<file path="src/hw/rtl/pst_pkg.sv">
// shared constants and types for the process slot table
package pst_pkg;

  localparam int SlotsDef  = 16;
  localparam int IdBitsDef = 16;

  localparam int ModeW   = 2;
  localparam int SlotFW  = 4;
  localparam int PidW    = 16;
  localparam int AsidW   = 8;
  localparam int PaddrW  = 2;
  localparam int PdataW  = 32;

  localparam logic [ModeW-1:0] ModeAlloc  = 2'd0;
  localparam logic [ModeW-1:0] ModeDelete = 2'd1;
  localparam logic [ModeW-1:0] ModeNext   = 2'd2;

  localparam logic [PaddrW-1:0] RegAsidBase = 2'd0;
  localparam logic [AsidW-1:0]  AsidBaseRst = 8'd1;

  typedef struct packed {
    logic alloc;
    logic inject;
    logic flush;
    logic del;
  } pst_cmd_t;

endpackage

</file>
<file path="src/hw/rtl/pst_if.sv">
// valid/ready channel interfaces for requests and results
interface pst_req_if;
  logic                         valid;
  logic                         ready;
  logic [pst_pkg::ModeW-1:0]    mode;
  logic [pst_pkg::SlotFW-1:0]   slot;

  modport source (output valid, mode, slot, input ready);
  modport sink   (input valid, mode, slot, output ready);
endinterface

interface pst_rsp_if;
  logic                         valid;
  logic                         ready;
  logic                         status;
  logic [pst_pkg::SlotFW-1:0]   found_slot;
  logic [pst_pkg::PidW-1:0]     process_id;
  logic [pst_pkg::AsidW-1:0]    address_space_id;

  modport source (output valid, status, found_slot, process_id, address_space_id,
                  input ready);
  modport sink   (input valid, status, found_slot, process_id, address_space_id,
                  output ready);
endinterface

</file>
<file path="src/hw/rtl/process_slot_table.sv">
// process slot table top level: ring of slot cells, sequencer, config register
//
//  channel  dir  handshake      payload
//  in_i     in   valid/ready    mode, slot
//  out_o    out  valid/ready    status, found_slot, process_id, address_space_id
//  apb      in   psel/penable   asid_base at byte address 0
//
// delete and unused codes: the result goes through the done state into out_o, and ready returns as it loads
// allocate and next: the token visits 1 to SLOTS cells, then the result goes through done into out_o
// the token moves one cell per cycle around the ring, so SLOTS sets the worst case
// reset frees every slot, sets the id counter to 1 and asid_base to 1
// a waiting result in out_o does not block the next request until its own scan ends
module process_slot_table #(
  parameter int SLOTS   = pst_pkg::SlotsDef,
  parameter int ID_BITS = pst_pkg::IdBitsDef
) (
  input  logic                         clk_i,
  input  logic                         rst_ni,
  pst_req_if.sink                      in_i,
  pst_rsp_if.source                    out_o,
  input  logic                         psel,
  input  logic                         penable,
  input  logic                         pwrite,
  input  logic [pst_pkg::PaddrW-1:0]   paddr,
  input  logic [pst_pkg::PdataW-1:0]   pwdata,
  output logic [pst_pkg::PdataW-1:0]   prdata,
  output logic                         pready
);

  localparam int SLOT_W = (SLOTS > 1) ? $clog2(SLOTS) : 1;

  logic [pst_pkg::AsidW-1:0]       asid_base_q;
  pst_pkg::pst_cmd_t               cmd;
  logic [SLOT_W-1:0]               inject_idx;
  logic [SLOT_W-1:0]               del_idx;
  logic [ID_BITS-1:0]              new_id;
  logic [SLOTS-1:0]                hit;
  logic [SLOTS-1:0]                tok;
  logic [SLOTS-1:0][ID_BITS-1:0]   ids;

  assign pready = 1'b1;
  assign prdata = (paddr == pst_pkg::RegAsidBase)
                  ? {{(pst_pkg::PdataW - pst_pkg::AsidW){1'b0}}, asid_base_q} : '0;

  always_ff @(posedge clk_i or negedge rst_ni) begin
    if (!rst_ni) begin
      asid_base_q <= pst_pkg::AsidBaseRst;
    end else if (psel && penable && pwrite) begin
      asid_base_q <= pwdata[pst_pkg::AsidW-1:0];
    end
  end

  for (genvar k = 0; k < SLOTS; k++) begin : g_cell
    pst_cell #(
      .ID_BITS (ID_BITS),
      .SLOT_W  (SLOT_W),
      .INDEX   (k)
    ) u_cell (
      .clk_i        (clk_i),
      .rst_ni       (rst_ni),
      .cmd_i        (cmd),
      .inject_idx_i (inject_idx),
      .del_idx_i    (del_idx),
      .new_id_i     (new_id),
      .tok_i        (tok[(k + SLOTS - 1) % SLOTS]),
      .tok_o        (tok[k]),
      .hit_o        (hit[k]),
      .id_o         (ids[k])
    );
  end

  pst_ctrl #(
    .SLOTS   (SLOTS),
    .ID_BITS (ID_BITS),
    .SLOT_W  (SLOT_W)
  ) u_ctrl (
    .clk_i        (clk_i),
    .rst_ni       (rst_ni),
    .in_valid_i   (in_i.valid),
    .in_mode_i    (in_i.mode),
    .in_slot_i    (in_i.slot),
    .in_ready_o   (in_i.ready),
    .asid_base_i  (asid_base_q),
    .cmd_o        (cmd),
    .inject_idx_o (inject_idx),
    .del_idx_o    (del_idx),
    .new_id_o     (new_id),
    .hit_i        (hit),
    .id_i         (ids),
    .out_valid_o  (out_o.valid),
    .out_ready_i  (out_o.ready),
    .out_status_o (out_o.status),
    .out_slot_o   (out_o.found_slot),
    .out_pid_o    (out_o.process_id),
    .out_asid_o   (out_o.address_space_id)
  );

endmodule

</file>
<file path="src/hw/rtl/pst_cell.sv">
// one slot of the table, passes the search token to its neighbor
module pst_cell #(
  parameter int ID_BITS = pst_pkg::IdBitsDef,
  parameter int SLOT_W  = 4,
  parameter int INDEX   = 0
) (
  input  logic                clk_i,
  input  logic                rst_ni,
  input  pst_pkg::pst_cmd_t   cmd_i,
  input  logic [SLOT_W-1:0]   inject_idx_i,
  input  logic [SLOT_W-1:0]   del_idx_i,
  input  logic [ID_BITS-1:0]  new_id_i,
  input  logic                tok_i,
  output logic                tok_o,
  output logic                hit_o,
  output logic [ID_BITS-1:0]  id_o
);

  localparam logic [SLOT_W-1:0] MyIdx = SLOT_W'(INDEX);

  logic               tok_q, tok_d;
  logic [ID_BITS-1:0] id_q, id_d;
  logic               match;

  assign match = cmd_i.alloc ? (id_q == '0) : (id_q != '0);
  assign hit_o = tok_q & match;
  assign tok_o = tok_q;
  assign id_o  = id_q;

  always_comb begin
    tok_d = (cmd_i.inject & (inject_idx_i == MyIdx)) | (tok_i & ~cmd_i.flush);
    id_d  = id_q;
    if (cmd_i.del && del_idx_i == MyIdx) begin
      id_d = '0;
    end else if (cmd_i.alloc && hit_o) begin
      id_d = new_id_i;
    end
  end

  always_ff @(posedge clk_i or negedge rst_ni) begin
    if (!rst_ni) begin
      tok_q <= 1'b0;
      id_q  <= '0;
    end else begin
      tok_q <= tok_d;
      id_q  <= id_d;
    end
  end

endmodule

</file>
<file path="src/hw/rtl/pst_ctrl.sv">
// sequencer: launches scans, collects hits, holds the result register
module pst_ctrl #(
  parameter int SLOTS   = pst_pkg::SlotsDef,
  parameter int ID_BITS = pst_pkg::IdBitsDef,
  parameter int SLOT_W  = 4
) (
  input  logic                              clk_i,
  input  logic                              rst_ni,
  input  logic                              in_valid_i,
  input  logic [pst_pkg::ModeW-1:0]         in_mode_i,
  input  logic [pst_pkg::SlotFW-1:0]        in_slot_i,
  output logic                              in_ready_o,
  input  logic [pst_pkg::AsidW-1:0]         asid_base_i,
  output pst_pkg::pst_cmd_t                 cmd_o,
  output logic [SLOT_W-1:0]                 inject_idx_o,
  output logic [SLOT_W-1:0]                 del_idx_o,
  output logic [ID_BITS-1:0]                new_id_o,
  input  logic [SLOTS-1:0]                  hit_i,
  input  logic [SLOTS-1:0][ID_BITS-1:0]     id_i,
  output logic                              out_valid_o,
  input  logic                              out_ready_i,
  output logic                              out_status_o,
  output logic [pst_pkg::SlotFW-1:0]        out_slot_o,
  output logic [pst_pkg::PidW-1:0]          out_pid_o,
  output logic [pst_pkg::AsidW-1:0]         out_asid_o
);

  localparam int CNT_W = $clog2(SLOTS + 1);
  localparam logic [SLOT_W-1:0] LastIdx = SLOT_W'(SLOTS - 1);
  localparam logic [1:0] ST_IDLE = 2'd0;
  localparam logic [1:0] ST_SCAN = 2'd1;
  localparam logic [1:0] ST_DONE = 2'd2;

  logic [1:0]                  state_q, state_d;
  logic [SLOT_W-1:0]           pos_q, pos_d;
  logic [CNT_W-1:0]            rem_q, rem_d;
  logic                        op_alloc_q, op_alloc_d;
  logic [ID_BITS-1:0]          cnt_q, cnt_d;
  logic                        res_status_q, res_status_d;
  logic [SLOT_W-1:0]           res_slot_q, res_slot_d;
  logic [ID_BITS-1:0]          res_id_q, res_id_d;
  logic [pst_pkg::AsidW-1:0]   res_asid_q, res_asid_d;
  logic                        out_valid_q;
  logic                        load;
  logic                        accept;
  logic                        in_range;
  logic [SLOT_W-1:0]           cur, start, in_idx;
  logic                        any_hit;
  logic [ID_BITS-1:0]          id_sel;
  logic [ID_BITS-1:0]          cnt_inc;

  assign in_ready_o = (state_q == ST_IDLE);
  assign accept     = in_valid_i & in_ready_o;
  assign in_range   = ({28'd0, in_slot_i} < 32'(SLOTS));
  assign in_idx     = SLOT_W'(in_slot_i);
  assign cur        = in_range ? in_idx : LastIdx;
  assign start      = (cur == LastIdx) ? '0 : cur + 1'b1;
  assign any_hit    = |hit_i;
  assign cnt_inc    = (cnt_q == '1) ? ID_BITS'(1) : cnt_q + 1'b1;
  assign new_id_o   = cnt_q;
  assign out_valid_o = out_valid_q;

  always_comb begin
    id_sel = '0;
    for (int k = 0; k < SLOTS; k++) begin
      id_sel = id_sel | (id_i[k] & {ID_BITS{hit_i[k]}});
    end
  end

  always_comb begin
    state_d      = state_q;
    pos_d        = pos_q;
    rem_d        = rem_q;
    op_alloc_d   = op_alloc_q;
    cnt_d        = cnt_q;
    res_status_d = res_status_q;
    res_slot_d   = res_slot_q;
    res_id_d     = res_id_q;
    res_asid_d   = res_asid_q;
    cmd_o        = '0;
    inject_idx_o = '0;
    del_idx_o    = in_idx;
    load         = 1'b0;
    case (state_q)
      ST_IDLE: begin
        if (accept) begin
          res_status_d = 1'b1;
          res_slot_d   = '0;
          res_id_d     = '0;
          res_asid_d   = '0;
          state_d      = ST_DONE;
          case (in_mode_i)
            pst_pkg::ModeAlloc, pst_pkg::ModeNext: begin
              op_alloc_d   = (in_mode_i == pst_pkg::ModeAlloc);
              cmd_o.inject = 1'b1;
              inject_idx_o = op_alloc_d ? '0 : start;
              pos_d        = inject_idx_o;
              rem_d        = CNT_W'(SLOTS);
              state_d      = ST_SCAN;
            end
            pst_pkg::ModeDelete: begin
              if (in_range) begin
                cmd_o.del    = 1'b1;
                res_status_d = 1'b0;
                res_slot_d   = in_idx;
                res_asid_d   = asid_base_i + pst_pkg::AsidW'(in_idx);
              end
            end
            default: begin
              res_status_d = 1'b1;
            end
          endcase
        end
      end
      ST_SCAN: begin
        cmd_o.alloc = op_alloc_q;
        if (any_hit) begin
          cmd_o.flush  = 1'b1;
          res_status_d = 1'b0;
          res_slot_d   = pos_q;
          res_id_d     = op_alloc_q ? cnt_q : id_sel;
          res_asid_d   = asid_base_i + pst_pkg::AsidW'(pos_q);
          if (op_alloc_q) begin
            cnt_d = cnt_inc;
          end
          state_d = ST_DONE;
        end else if (rem_q == CNT_W'(1)) begin
          cmd_o.flush  = 1'b1;
          res_status_d = 1'b1;
          res_slot_d   = '0;
          res_id_d     = '0;
          res_asid_d   = '0;
          state_d      = ST_DONE;
        end else begin
          pos_d = (pos_q == LastIdx) ? '0 : pos_q + 1'b1;
          rem_d = rem_q - 1'b1;
        end
      end
      ST_DONE: begin
        if (!out_valid_q || out_ready_i) begin
          load    = 1'b1;
          state_d = ST_IDLE;
        end
      end
      default: begin
        state_d = ST_IDLE;
      end
    endcase
  end

  always_ff @(posedge clk_i or negedge rst_ni) begin
    if (!rst_ni) begin
      state_q     <= ST_IDLE;
      pos_q       <= '0;
      rem_q       <= '0;
      op_alloc_q  <= 1'b0;
      cnt_q       <= ID_BITS'(1);
      out_valid_q <= 1'b0;
    end else begin
      state_q    <= state_d;
      pos_q      <= pos_d;
      rem_q      <= rem_d;
      op_alloc_q <= op_alloc_d;
      cnt_q      <= cnt_d;
      if (load) begin
        out_valid_q <= 1'b1;
      end else if (out_ready_i) begin
        out_valid_q <= 1'b0;
      end
    end
  end

  always_ff @(posedge clk_i) begin
    res_status_q <= res_status_d;
    res_slot_q   <= res_slot_d;
    res_id_q     <= res_id_d;
    res_asid_q   <= res_asid_d;
    if (load) begin
      out_status_o <= res_status_q;
      out_slot_o   <= pst_pkg::SlotFW'(res_slot_q);
      out_pid_o    <= pst_pkg::PidW'(res_id_q);
      out_asid_o   <= res_asid_q;
    end
  end

endmodule
</file>
<file path="src/flat_wrapper.sv">
// flat-port wrapper written by rule: the top's interface ports become plain ports
module process_slot_table_flat 
#(
  parameter int SLOTS   = pst_pkg::SlotsDef,
  parameter int ID_BITS = pst_pkg::IdBitsDef
)
  (clk_i, rst_ni, psel, penable, pwrite, paddr, pwdata, prdata, pready, in_i_valid, in_i_mode, in_i_slot, in_i_ready, out_o_valid, out_o_status, out_o_found_slot, out_o_process_id, out_o_address_space_id, out_o_ready);
  pst_req_if in_i_i ();
  pst_rsp_if out_o_i ();
  input  logic clk_i;
  input  logic rst_ni;
  input  logic psel;
  input  logic penable;
  input  logic pwrite;
  input  logic [pst_pkg::PaddrW-1:0] paddr;
  input  logic [pst_pkg::PdataW-1:0] pwdata;
  output logic [pst_pkg::PdataW-1:0] prdata;
  output logic pready;
  input wire logic [$bits(in_i_i.valid)-1:0] in_i_valid;
  input wire logic [$bits(in_i_i.mode)-1:0] in_i_mode;
  input wire logic [$bits(in_i_i.slot)-1:0] in_i_slot;
  output wire logic [$bits(in_i_i.ready)-1:0] in_i_ready;
  output wire logic [$bits(out_o_i.valid)-1:0] out_o_valid;
  output wire logic [$bits(out_o_i.status)-1:0] out_o_status;
  output wire logic [$bits(out_o_i.found_slot)-1:0] out_o_found_slot;
  output wire logic [$bits(out_o_i.process_id)-1:0] out_o_process_id;
  output wire logic [$bits(out_o_i.address_space_id)-1:0] out_o_address_space_id;
  input wire logic [$bits(out_o_i.ready)-1:0] out_o_ready;
  assign in_i_i.valid = in_i_valid;
  assign in_i_i.mode = in_i_mode;
  assign in_i_i.slot = in_i_slot;
  assign in_i_ready = in_i_i.ready;
  assign out_o_valid = out_o_i.valid;
  assign out_o_status = out_o_i.status;
  assign out_o_found_slot = out_o_i.found_slot;
  assign out_o_process_id = out_o_i.process_id;
  assign out_o_address_space_id = out_o_i.address_space_id;
  assign out_o_i.ready = out_o_ready;
  process_slot_table #(.SLOTS(SLOTS), .ID_BITS(ID_BITS)) u_core (.clk_i(clk_i), .rst_ni(rst_ni), .in_i(in_i_i), .out_o(out_o_i), .psel(psel), .penable(penable), .pwrite(pwrite), .paddr(paddr), .pwdata(pwdata), .prdata(prdata), .pready(pready));
endmodule
</file>
<file path="config.mk">
export PLATFORM = sky130hd
export DESIGN_NAME = process_slot_table_flat
export DESIGN_NICKNAME = d
export VERILOG_FILES = /design/src/hw/rtl/pst_pkg.sv /design/src/hw/rtl/pst_if.sv /design/src/hw/rtl/process_slot_table.sv /design/src/hw/rtl/pst_cell.sv /design/src/hw/rtl/pst_ctrl.sv /design/src/flat_wrapper.sv
export SDC_FILE = /design/constraint.sdc
export NUM_CORES = 1
export LEC_CHECK = 0
export BUFFER_PORTS_ARGS = -buffer_cell sky130_fd_sc_hd__buf_4
export CORE_MARGIN = 2
export CORE_UTILIZATION = 45
export CTS_BUF_LIST = sky130_fd_sc_hd__clkbuf_16
export CTS_CLUSTER_SIZE = 24
export DETAILED_ROUTE_END_ITERATION = 8
export GPL_TIMING_DRIVEN = 0
export PLACE_DENSITY = 0.61
export SYNTH_ARGS = -nofsm -noshare
export SYNTH_HDL_FRONTEND = slang
export SYNTH_HIERARCHICAL = 1
export SYNTH_SLANG_ARGS = --single-unit
</file>
<file path="constraint.sdc">
create_clock -name clk_i -period 8.5 [get_ports clk_i]
set_input_delay 0.425 -clock clk_i [delete_from_list [all_inputs] [get_ports clk_i]]
set_output_delay 0.425 -clock clk_i [all_outputs]
set_load 0.005 [all_outputs]
</file>
==> results by group, run 1 <==
Status
  • Status: finished, violations left
  • Violations in the final reports: capacitance limit, slew limit

STA
  • Number of failing setup endpoints in the final timing report: 0
  • Crit share post-route: between 60% and 70%
  • Setup repair after global routing missed its margin: false
  • Pins Over Slew Limit: 65
  • Least-Margin Pin Slew: 1.59 ns
  • Final count of hold timing violations: 0
  • Fmax achieved: roughly 0.19 GHz
  • Final hold slack: between 0.08 and 0.09 ns
  • Total negative setup slack: 0 ns
  • Setup skew after layout: between 0.015 and 0.02 ns
  • Final worst path period need: 5.37 ns
  • Normalized max-slew margin: -5.92%

GRT
  • Antenna violations before repair: 1
  • Total gr overflow: 0
  • Aggregate global-route resource usage: about a third
  • Largest net degree at the start of global routing: between 100 and 150
  • First-pass GRT wire length: between 100000 and 150000 um
  • Via count of the first global-routing pass: around 17000

Drt
  • Total Routed Length: ~77000 um
  • Number of design-rule violations left by the first detailed-router iteration: about 2300
  • Post-route DRC violation count: 0
  • Detailed-router iteration count before antenna repair: 7
  • Per-cell routed wire length: 28.4 um
  • Number of vias in the routed layout: around 18000
  • Detail Route Antenna Nets: 0
  • Vias per std cell: between 6 and 7

Yosys
  • Top cell type by total area after synthesis: sky130_fd_sc_hd__dfrtp_1
  • Simple-Gate Fraction of Synth Area: a little under a fifth
  • Fraction of synthesized area in multiplexers: ~1.6%
  • Flip-flop and latch count after synthesis: 367
  • Synth Area in XOR/XNOR: less than 1%
  • Fraction of registers with async set or reset after synthesis: 84.2%
  • Main combinational cell family by area after synthesis: compound AO/OA/AOI/OAI gates
  • Gate Count Post-Synth: 1952
  • Average cell area after synthesis: a little over 10 um2
  • Proportion of synthesized chip area in sequential cells: between 40% and 50%
  • Post-synth cell types: 72
  • Number of enable-type register cells in the synthesized netlist: 58
  • Post-synthesis adder-cell area fraction: just over 1%
  • Fraction of post-synthesis cell area in the top cell type by area: 38.7%
  • Compound-Gate Fraction of Synth Area: between 20 and 25%
  • Summed instance area of the synthesized netlist: 19800 um2
  • YS warnings: 6
  • Count leader, synth: sky130_fd_sc_hd__dfrtp_1
  • Leading cell types by count after synthesis: sky130_fd_sc_hd__dfrtp_1 (307), sky130_fd_sc_hd__nand2_1 (267), sky130_fd_sc_hd__o21ai_0 (239)
  • Most frequently used flop master after synthesis: sky130_fd_sc_hd__dfrtp_1
  • Top cells by area in the synthesized netlist: sky130_fd_sc_hd__dfrtp_1 (39%), sky130_fd_sc_hd__edfxtp_1 (8.8%), sky130_fd_sc_hd__o31ai_1 (7.8%), sky130_fd_sc_hd__o21ai_0 (6.0%), sky130_fd_sc_hd__nand2_1 (5.1%)

Floorplanning
  • Horizontal extent of the die: 214 um
  • Core Rows: 76
  • I/O pin total: 111
  • Die height: about 210 um
  • Initial standard-cell utilization of the core: a little under half
  • Core Footprint: approximately 43000 um2
  • Overall die area: approximately 46000 um2

Cells and area
  • Area added between synthesis and finish: 14.3%
  • Fin nets: about 2200
  • Antenna fix cells: 0
  • Share of layout cells above drive strength 1: between 10% and 20%

Critical path
  • Data required time at the worst endpoint: approximately 9 ns
  • Element type at the critical path start: register
  • Flop2flop setup slack: about 3.1 ns
  • Crit path top cell by count: sky130_fd_sc_hd__clkbuf_1
  • Critical Path Slowest Stage Cell: sky130_fd_sc_hd__and2_2
  • Cell-by-cell trace of the critical path: nor2b_1 > and2_2 > and2_1 > clkbuf_1 > clkbuf_1 > mux2_2 > clkbuf_1 > nor4_4 > nand4_4 > clkbuf_8 > nor2_1 > a211oi_4 > buf_8
  • Capturing element type of the critical path: register
  • Largest fanout on the critical path: 32
  • Critical path start-end classification: reg2reg
  • Crit path largest cell delay: approximately 0.79 ns
  • Worst path top cell family by delay: simple AND/OR/NAND/NOR gates
  • Buffers & Inverters on Critical Path: 5
  • Arrival time at the worst endpoint: roughly 5.6 ns

Clock network
  • Number of setup buffers added after CTS: 0
  • H-tree levels: 2
  • Number of clock buffers inserted by TritonCTS: 43
  • Root Buffer Master: sky130_fd_sc_hd__clkbuf_16
  • CTS tree: built
  • Clock latency reported for the late side of the worst-skew pair: 0.57 ns
  • Bufs on Longest Clock Path: 3
  • Number of clock sinks: ~370
  • Worst-path clk slew: 0.06 ns

Power and ir drop
  • Relative contribution of sequential cells to total power: a little over two fifths
  • Clock network power share: 25.5%
  • Switching component of the power: 3.01 mW
  • Sw frac: 41.1%
  • Peak ir drop on the vdd network: around 0.18 mV
  • Pleak: roughly 7.7 nW
  • P_int: roughly 4.3 mW
  • Pwr per Cell Area: ~320 nW/um2
  • Fraction of power consumed by combinational cells: approximately 32%

Placement
  • Final HPWL DP: 52300 um
  • Final RePlAce weighted congestion: approximately 1.0
  • Count of input and output buffers: around 60

Flow run
  • Maximum Capacitance Violations: 3

Hold path
  • Type of the most critical hold path: in2reg
-- power by group through the flow --
stage | Combinational (mW) | Clock [mW] | Sequential [mW]
detailed placement | 2.26 | 0 | 3.08
floorplan | 1.43 | 0 | 2.70
global placement | 2.20 | 0 | 3.08
finish | 2.36 | 1.87 | 3.10
CTS | 2.27 | 1.89 | 3.06
global route | 2.47 | 1.96 | 3.12
-- cell usage in the layout, fill, tap and decap left out, drive strengths merged, types with 12 or more instances in the layout --
cell type	instances
o31ai	257
a2111oi	16
o22ai	12
a21oi	13
inv	38
ha	13
dfrtp	307
nor2	47
and2	29
edfxtp	58
nor2b	33
nand2	267
buf	154
nor4	70
mux2	23
a22oi	97
nand3	49
nand4	48
a222oi	16
nor3	24
clkbuf	130
o21ai	275
conb	25
-- final cells by class --
class                           count  area [um2]
Tap cell                          585         732
Buffer                            173         972
Multi-Input combinational cell   1408        9420
Sequential cell                   367        9480
Inverter                           27         101
Fill cell                        3932       20600
Timing Repair Buffer               69         587
Clock buffer                       43        1080
Clock inverter                     33         315
-- registers in the layout, summed over array words and instances, names as in the netlist, 2 cells and up --
| signal | flops |
|---|---|
| u_core/u_ctrl/out_pid_o | 16 |
| u_core/u_ctrl/out_slot_o | 4 |
| u_core/u_ctrl/state_q | 2 |
| u_core/u_ctrl/new_id_o | 16 |
| u_core/g_cell.u_cell/id_o | 256 |
| u_core/u_ctrl/res_slot_q | 4 |
| u_core/u_ctrl/rem_q | 5 |
| u_core/u_ctrl/res_asid_q | 8 |
| u_core/asid_base_q | 8 |
| u_core/g_cell.u_cell/tok_o | 16 |
| u_core/u_ctrl/out_asid_o | 8 |
| u_core/u_ctrl/res_id_q | 16 |
| u_core/u_ctrl/pos_q | 4 |
-- repair_timing --
item	4_1_cts	5_1_grt
hold buffers	1	0
hold endpoints to repair	92	0
gates resized for setup	0	0
endpoints found under the setup margin	0	0
-- logic make-up after synthesis --
| family | Yosys count |
|---|---|
| flip-flops | 367 |
| AND/OR/NAND/NOR | 609 |
| multiplexers | 28 |
| AO/OA/AOI/OAI | 712 |
| other | 2 |
| XOR/XNOR | 19 |
| buffers and inverters | 200 |
| adder cells (fa/ha/maj) | 15 |
-- worst register-to-register path: cells and delay by family (launching register included) --
family / cells / cell delay [ns]
compound gates: 1 / 0.67
buf+inv: 5 / 1.70
flops: 1 / 0.51
mux: 1 / 0.24
simple gates: 6 / 1.94
-- worst paths after layout --
kind	from	end	cells after the start
worst max-delay path	u_core/u_ctrl/state_q[0]	u_core/u_ctrl/res_id_q[6]	13
worst min-delay path	pwdata[5]	u_core/asid_base_q[5]	2
worst max register to register	u_core/u_ctrl/state_q[0]	u_core/u_ctrl/res_id_q[6]	13
worst min register to register	u_core/u_ctrl/res_asid_q[2]	u_core/u_ctrl/out_asid_o[2]	0
max in group asynchronous	rst_ni	u_core/u_ctrl/new_id_o[10]	4
min in group asynchronous	rst_ni	u_core/g_cell[6].u_cell/id_o[10]	2
-- metal layers --
metal / vias up / share of wire [%] / GRT usage, %
met2: 932 / 44 / 49.5
met1: 8922 / 41 / 45.6
met3: 235 / 9.7 / 7.20
met5: - / 0.014 / 0
li1: 7671 / - / -
met4: 2 / 5.3 / 15.1
-- through the flow --
stage | power (mW) | worst slack, ns | utilization [%] | instance area, um2 | std cells
3_3_place_gp | 5.28 | 0.355 | 48.8 | 21100 | 2621
4_1_cts | 7.22 | 3.23 | 52.4 | 22700 | 2705
5_1_grt | 7.55 | 2.90 | 52.4 | 22700 | 2705
3_5_place_dp | 5.34 | 3.25 | 49.2 | 21300 | 2628
6_report | 7.33 | 3.13 | 52.4 | 22700 | 2705
2_1_floorplan | 4.13 | 2.86 | - | 19900 | 1975
Power figures use the tool's default switching activity.
==> run 2, diff against run 1 <==
--- a/config.mk
+++ b/config.mk
@@ -12,7 +12,7 @@
 export CTS_CLUSTER_SIZE = 24
 export DETAILED_ROUTE_END_ITERATION = 8
 export GPL_TIMING_DRIVEN = 0
-export PLACE_DENSITY = 0.61
+export PLACE_DENSITY = 0.63
 export SYNTH_ARGS = -nofsm -noshare
 export SYNTH_HDL_FRONTEND = slang
 export SYNTH_HIERARCHICAL = 1
==> constraint.sdc (replaced) <==
create_clock -name clk_i -period 4.9 [get_ports clk_i]
set_input_delay 0.245 -clock clk_i [delete_from_list [all_inputs] [get_ports clk_i]]
set_output_delay 0.245 -clock clk_i [all_outputs]
set_load 0.005 [all_outputs]
==> results by group, run 2 (same netlist as run 1, synthesis figures left out) <==
Power and ir drop
  • Clock network power share: 23.8% (-1.7 points)
  • Relative contribution of sequential cells to total power: 42.9% (+0.6 points)
  • Fraction of power consumed by combinational cells: 33.4% (+1.2 points)
  • P_int: 7.23 mW (+68%)
  • Pleak: 7.71 nW (+0.42%)
  • Peak ir drop on the vdd network: 0.326 mV (+86%)
  • Switching component of the power: 5.23 mW (+73%)
  • Sw frac: 41.9% (+0.81 points)
  • Pwr per Cell Area: 550 nW/um2 (+70%)

Cells and area
  • Commonest non-fill, non-tap cells in the layout: sky130_fd_sc_hd__dfrtp_1 (307), sky130_fd_sc_hd__nand2_1 (267), sky130_fd_sc_hd__o21ai_0 (239)
  • Max FFs per register: 256 (unchanged)
  • Layout Utilization: 52.4% (about the same)
  • Leading cell type in the layout, fill and taps excluded: sky130_fd_sc_hd__dfrtp_1
  • Share of layout cells above drive strength 1: 18.6% (-0.29 points)
  • Total of fill cells in the finished design: 3886 (-1.2%)
  • Final instance area: 22700 um2 (about the same)
  • Fin nets: 2159 (+0.37%)
  • Area added between synthesis and finish: 14.2% (about the same)

Flow run
  • Maximum Capacitance Violations: 5 (+2)

STA
  • Final hold slack: 0.0271 ns (-0.0560 ns)
  • Crit share post-route: 98.1% (+35 points)
  • Normalized max-slew margin: -5.98% (-0.056 points)
  • Final worst path period need: 4.81 ns (-0.562 ns)
  • Total negative setup slack: 0 ns (unchanged)
  • Pins Over Slew Limit: 106 (+63%)
  • Least-Margin Pin Slew: 1.59 ns (+0.000841 ns)
  • Setup skew after layout: 0.0236 ns (+0.00592 ns)
  • Setup repair after global routing missed its margin: false
  • PnR worst setup slack: 0.0940 ns (-3.04 ns)
  • Final count of hold timing violations: 0 (unchanged)
  • Number of failing setup endpoints in the final timing report: 0 (unchanged)
  • Fmax achieved: 0.208 GHz (+12%)

Clock network
  • Bufs on Longest Clock Path: 3 (unchanged)
  • Number of clock buffers inserted by TritonCTS: 42 (-2.3%)
  • CTS tree: built
  • Clock latency reported for the late side of the worst-skew pair: 0.58 ns (about the same)
  • H-tree levels: 2 (unchanged)
  • Number of clock sinks: 367 (unchanged)
  • Worst-path clk slew: 0.06 ns (about the same)
  • Root Buffer Master: sky130_fd_sc_hd__clkbuf_16

Floorplanning
  • Core Footprint: 43300 um2 (unchanged)
  • Horizontal extent of the die: 214 um (unchanged)
  • Overall die area: 45800 um2 (unchanged)
  • Initial standard-cell utilization of the core: 45.9% (unchanged)
  • Core Rows: 76 (unchanged)
  • I/O pin total: 111 (unchanged)
  • Die height: 214 um (unchanged)

Placement
  • Area after DPL: 21300 um2 (about the same)
  • Final HPWL DP: 50400 um (-3.5%)
  • Count of input and output buffers: 61 (unchanged)
  • Worst slack at placement: -0.296 ns (-3.55 ns)
  • Final RePlAce weighted congestion: 1.09 (+7.1%)

Drt
  • Detailed-router iteration count before antenna repair: 9 (+2)
  • Vias per std cell: 6.68 (+1.8%)
  • Total Routed Length: 75700 um (-1.5%)
  • Number of design-rule violations left by the first detailed-router iteration: 2939 (+29%)
  • Met2 Wirelength: 32400 um (-3.9%)
  • Post-route DRC violation count: 0 (unchanged)
  • Number of vias in the routed layout: 18200 (+2.2%)
  • Detail Route Antenna Nets: 0 (unchanged)
  • Highest Signal Layer: met4
  • Per-cell routed wire length: 27.9 um (-2.0%)
  • Met3 wire len: 8530 um (+14%)
  • Met1 Wirelength: 29700 um (-6.3%)

GRT
  • First-pass GRT wire length: 112000 um (-1.2%)
  • Aggregate global-route resource usage: 32.3% (-0.65 points)
  • Total gr overflow: 0 (unchanged)
  • Antenna violations before repair: 1 (unchanged)
  • Via count of the first global-routing pass: 17100 (+0.53%)
  • Largest net degree at the start of global routing: 117 (+5.4%)

Hold path
  • Type of the most critical hold path: in2reg
  • Critical hold path startpoint: out_o_ready
  • Instance count along the most critical hold path: 3 (+1)
  • Worst Hold End: u_core/u_ctrl/out_valid_o

Critical path
  • Number of cells traversed by the worst register-to-register path: 10 (-3)
  • Critical path start-end classification: reg2reg
  • Arrival time at the worst endpoint: 5.09 ns (-0.55 ns)
  • Data required time at the worst endpoint: 5.19 ns (-3.58 ns)
  • Startpoint of the lowest-slack register-to-register path: u_core/u_ctrl/state_q[0]
  • RR Endpoint: u_core/u_ctrl/res_id_q[5]
  • Element type at the critical path start: register
  • Largest fanout on the critical path: 16 (-50%)
  • Flop2flop setup slack: 0.09 ns (-3.04 ns)
  • Capturing element type of the critical path: register

Status
  • Violations in the final reports: capacitance limit, slew limit
  • Status: finished, violations left
[run 2: layout make-up]
cell class / instances / area (um2) / area share [%]
antenna: 1 / 2.50 / 0.0110
multi-input combinational: 1409 / 9430 / 41.6
sequential: 367 / 9480 / 41.8
tap: 585 / 732 / 3.23
clock inverter: 35 / 194 / 0.856
timing repair buffer: 79 / 678 / 2.99
buffer: 171 / 967 / 4.27
clock buffer: 43 / 1080 / 4.75
inverter: 27 / 101 / 0.447
[run 2: power by group through the flow]
stage	clock network [mW]	registers (mW)	logic, mW
after floorplan	0	4.68	2.48
after global placement	0	5.31	3.77
after detailed placement	0	5.31	3.88
after CTS	3.00	5.27	3.90
after global routing	3.12	5.38	4.35
final	2.96	5.34	4.16
[run 2: through the flow]
step	power, mW	cells
6_report	12.5	2717
5_1_grt	12.9	2716
4_1_cts	12.2	2717
3_5_place_dp	9.19	2628
3_3_place_gp	9.08	2621
2_1_floorplan	7.16	1975
[run 2: layer usage]
metal	track usage, %	vias up
li1	-	7693
met1	44.4	8993
met3	7.16	308
met4	17.0	0
met5	0	-
met2	47.8	1163
[run 2: what timing repair did]
| action | CTS | global route |
|---|---|---|
| cloned | 0 | 1 |
| endpoints found under the hold margin | 91 | 0 |
| gates resized for setup | 1 | 8 |
| hold buffers | 10 | 0 |
| pin swaps | 1 | 1 |
| setup buffers | 1 | 0 |
| setup endpoints to repair | 47 | 50 |
[run 2: critical path, cell delays in order, from the launching register on]
cell and delay (ns):
sky130_fd_sc_hd__dfrtp_1 0.51, sky130_fd_sc_hd__nor2b_2 0.48, sky130_fd_sc_hd__and2_2 0.71, sky130_fd_sc_hd__nor2b_1 0.10
sky130_fd_sc_hd__mux2_2 0.29, sky130_fd_sc_hd__clkbuf_1 0.29, sky130_fd_sc_hd__clkbuf_2 0.36, sky130_fd_sc_hd__a22oi_1 0.60
sky130_fd_sc_hd__nand4_1 0.22, sky130_fd_sc_hd__a2111oi_0 0.75, sky130_fd_sc_hd__nor3_1 0.18
[run 2: worst max path at each step]
stage,startpoint,end,slack (ns),cells after the start
CTS,u_core/u_ctrl/state_q[0],u_core/g_cell[6].u_cell/tok_o,0.06,13
floorplan,u_core/u_ctrl/state_q[0],u_core/u_ctrl/res_asid_q[0],0.24,12
detailed placement,u_core/u_ctrl/state_q[0],u_core/u_ctrl/res_id_q[1],-0.30,13
global route,u_core/u_ctrl/state_q[0],u_core/u_ctrl/res_asid_q[1],0.05,13
finish,u_core/u_ctrl/state_q[0],u_core/u_ctrl/res_id_q[5],0.09,10
global placement,u_core/u_ctrl/state_q[0],u_core/u_ctrl/res_id_q[1],-1.77,12
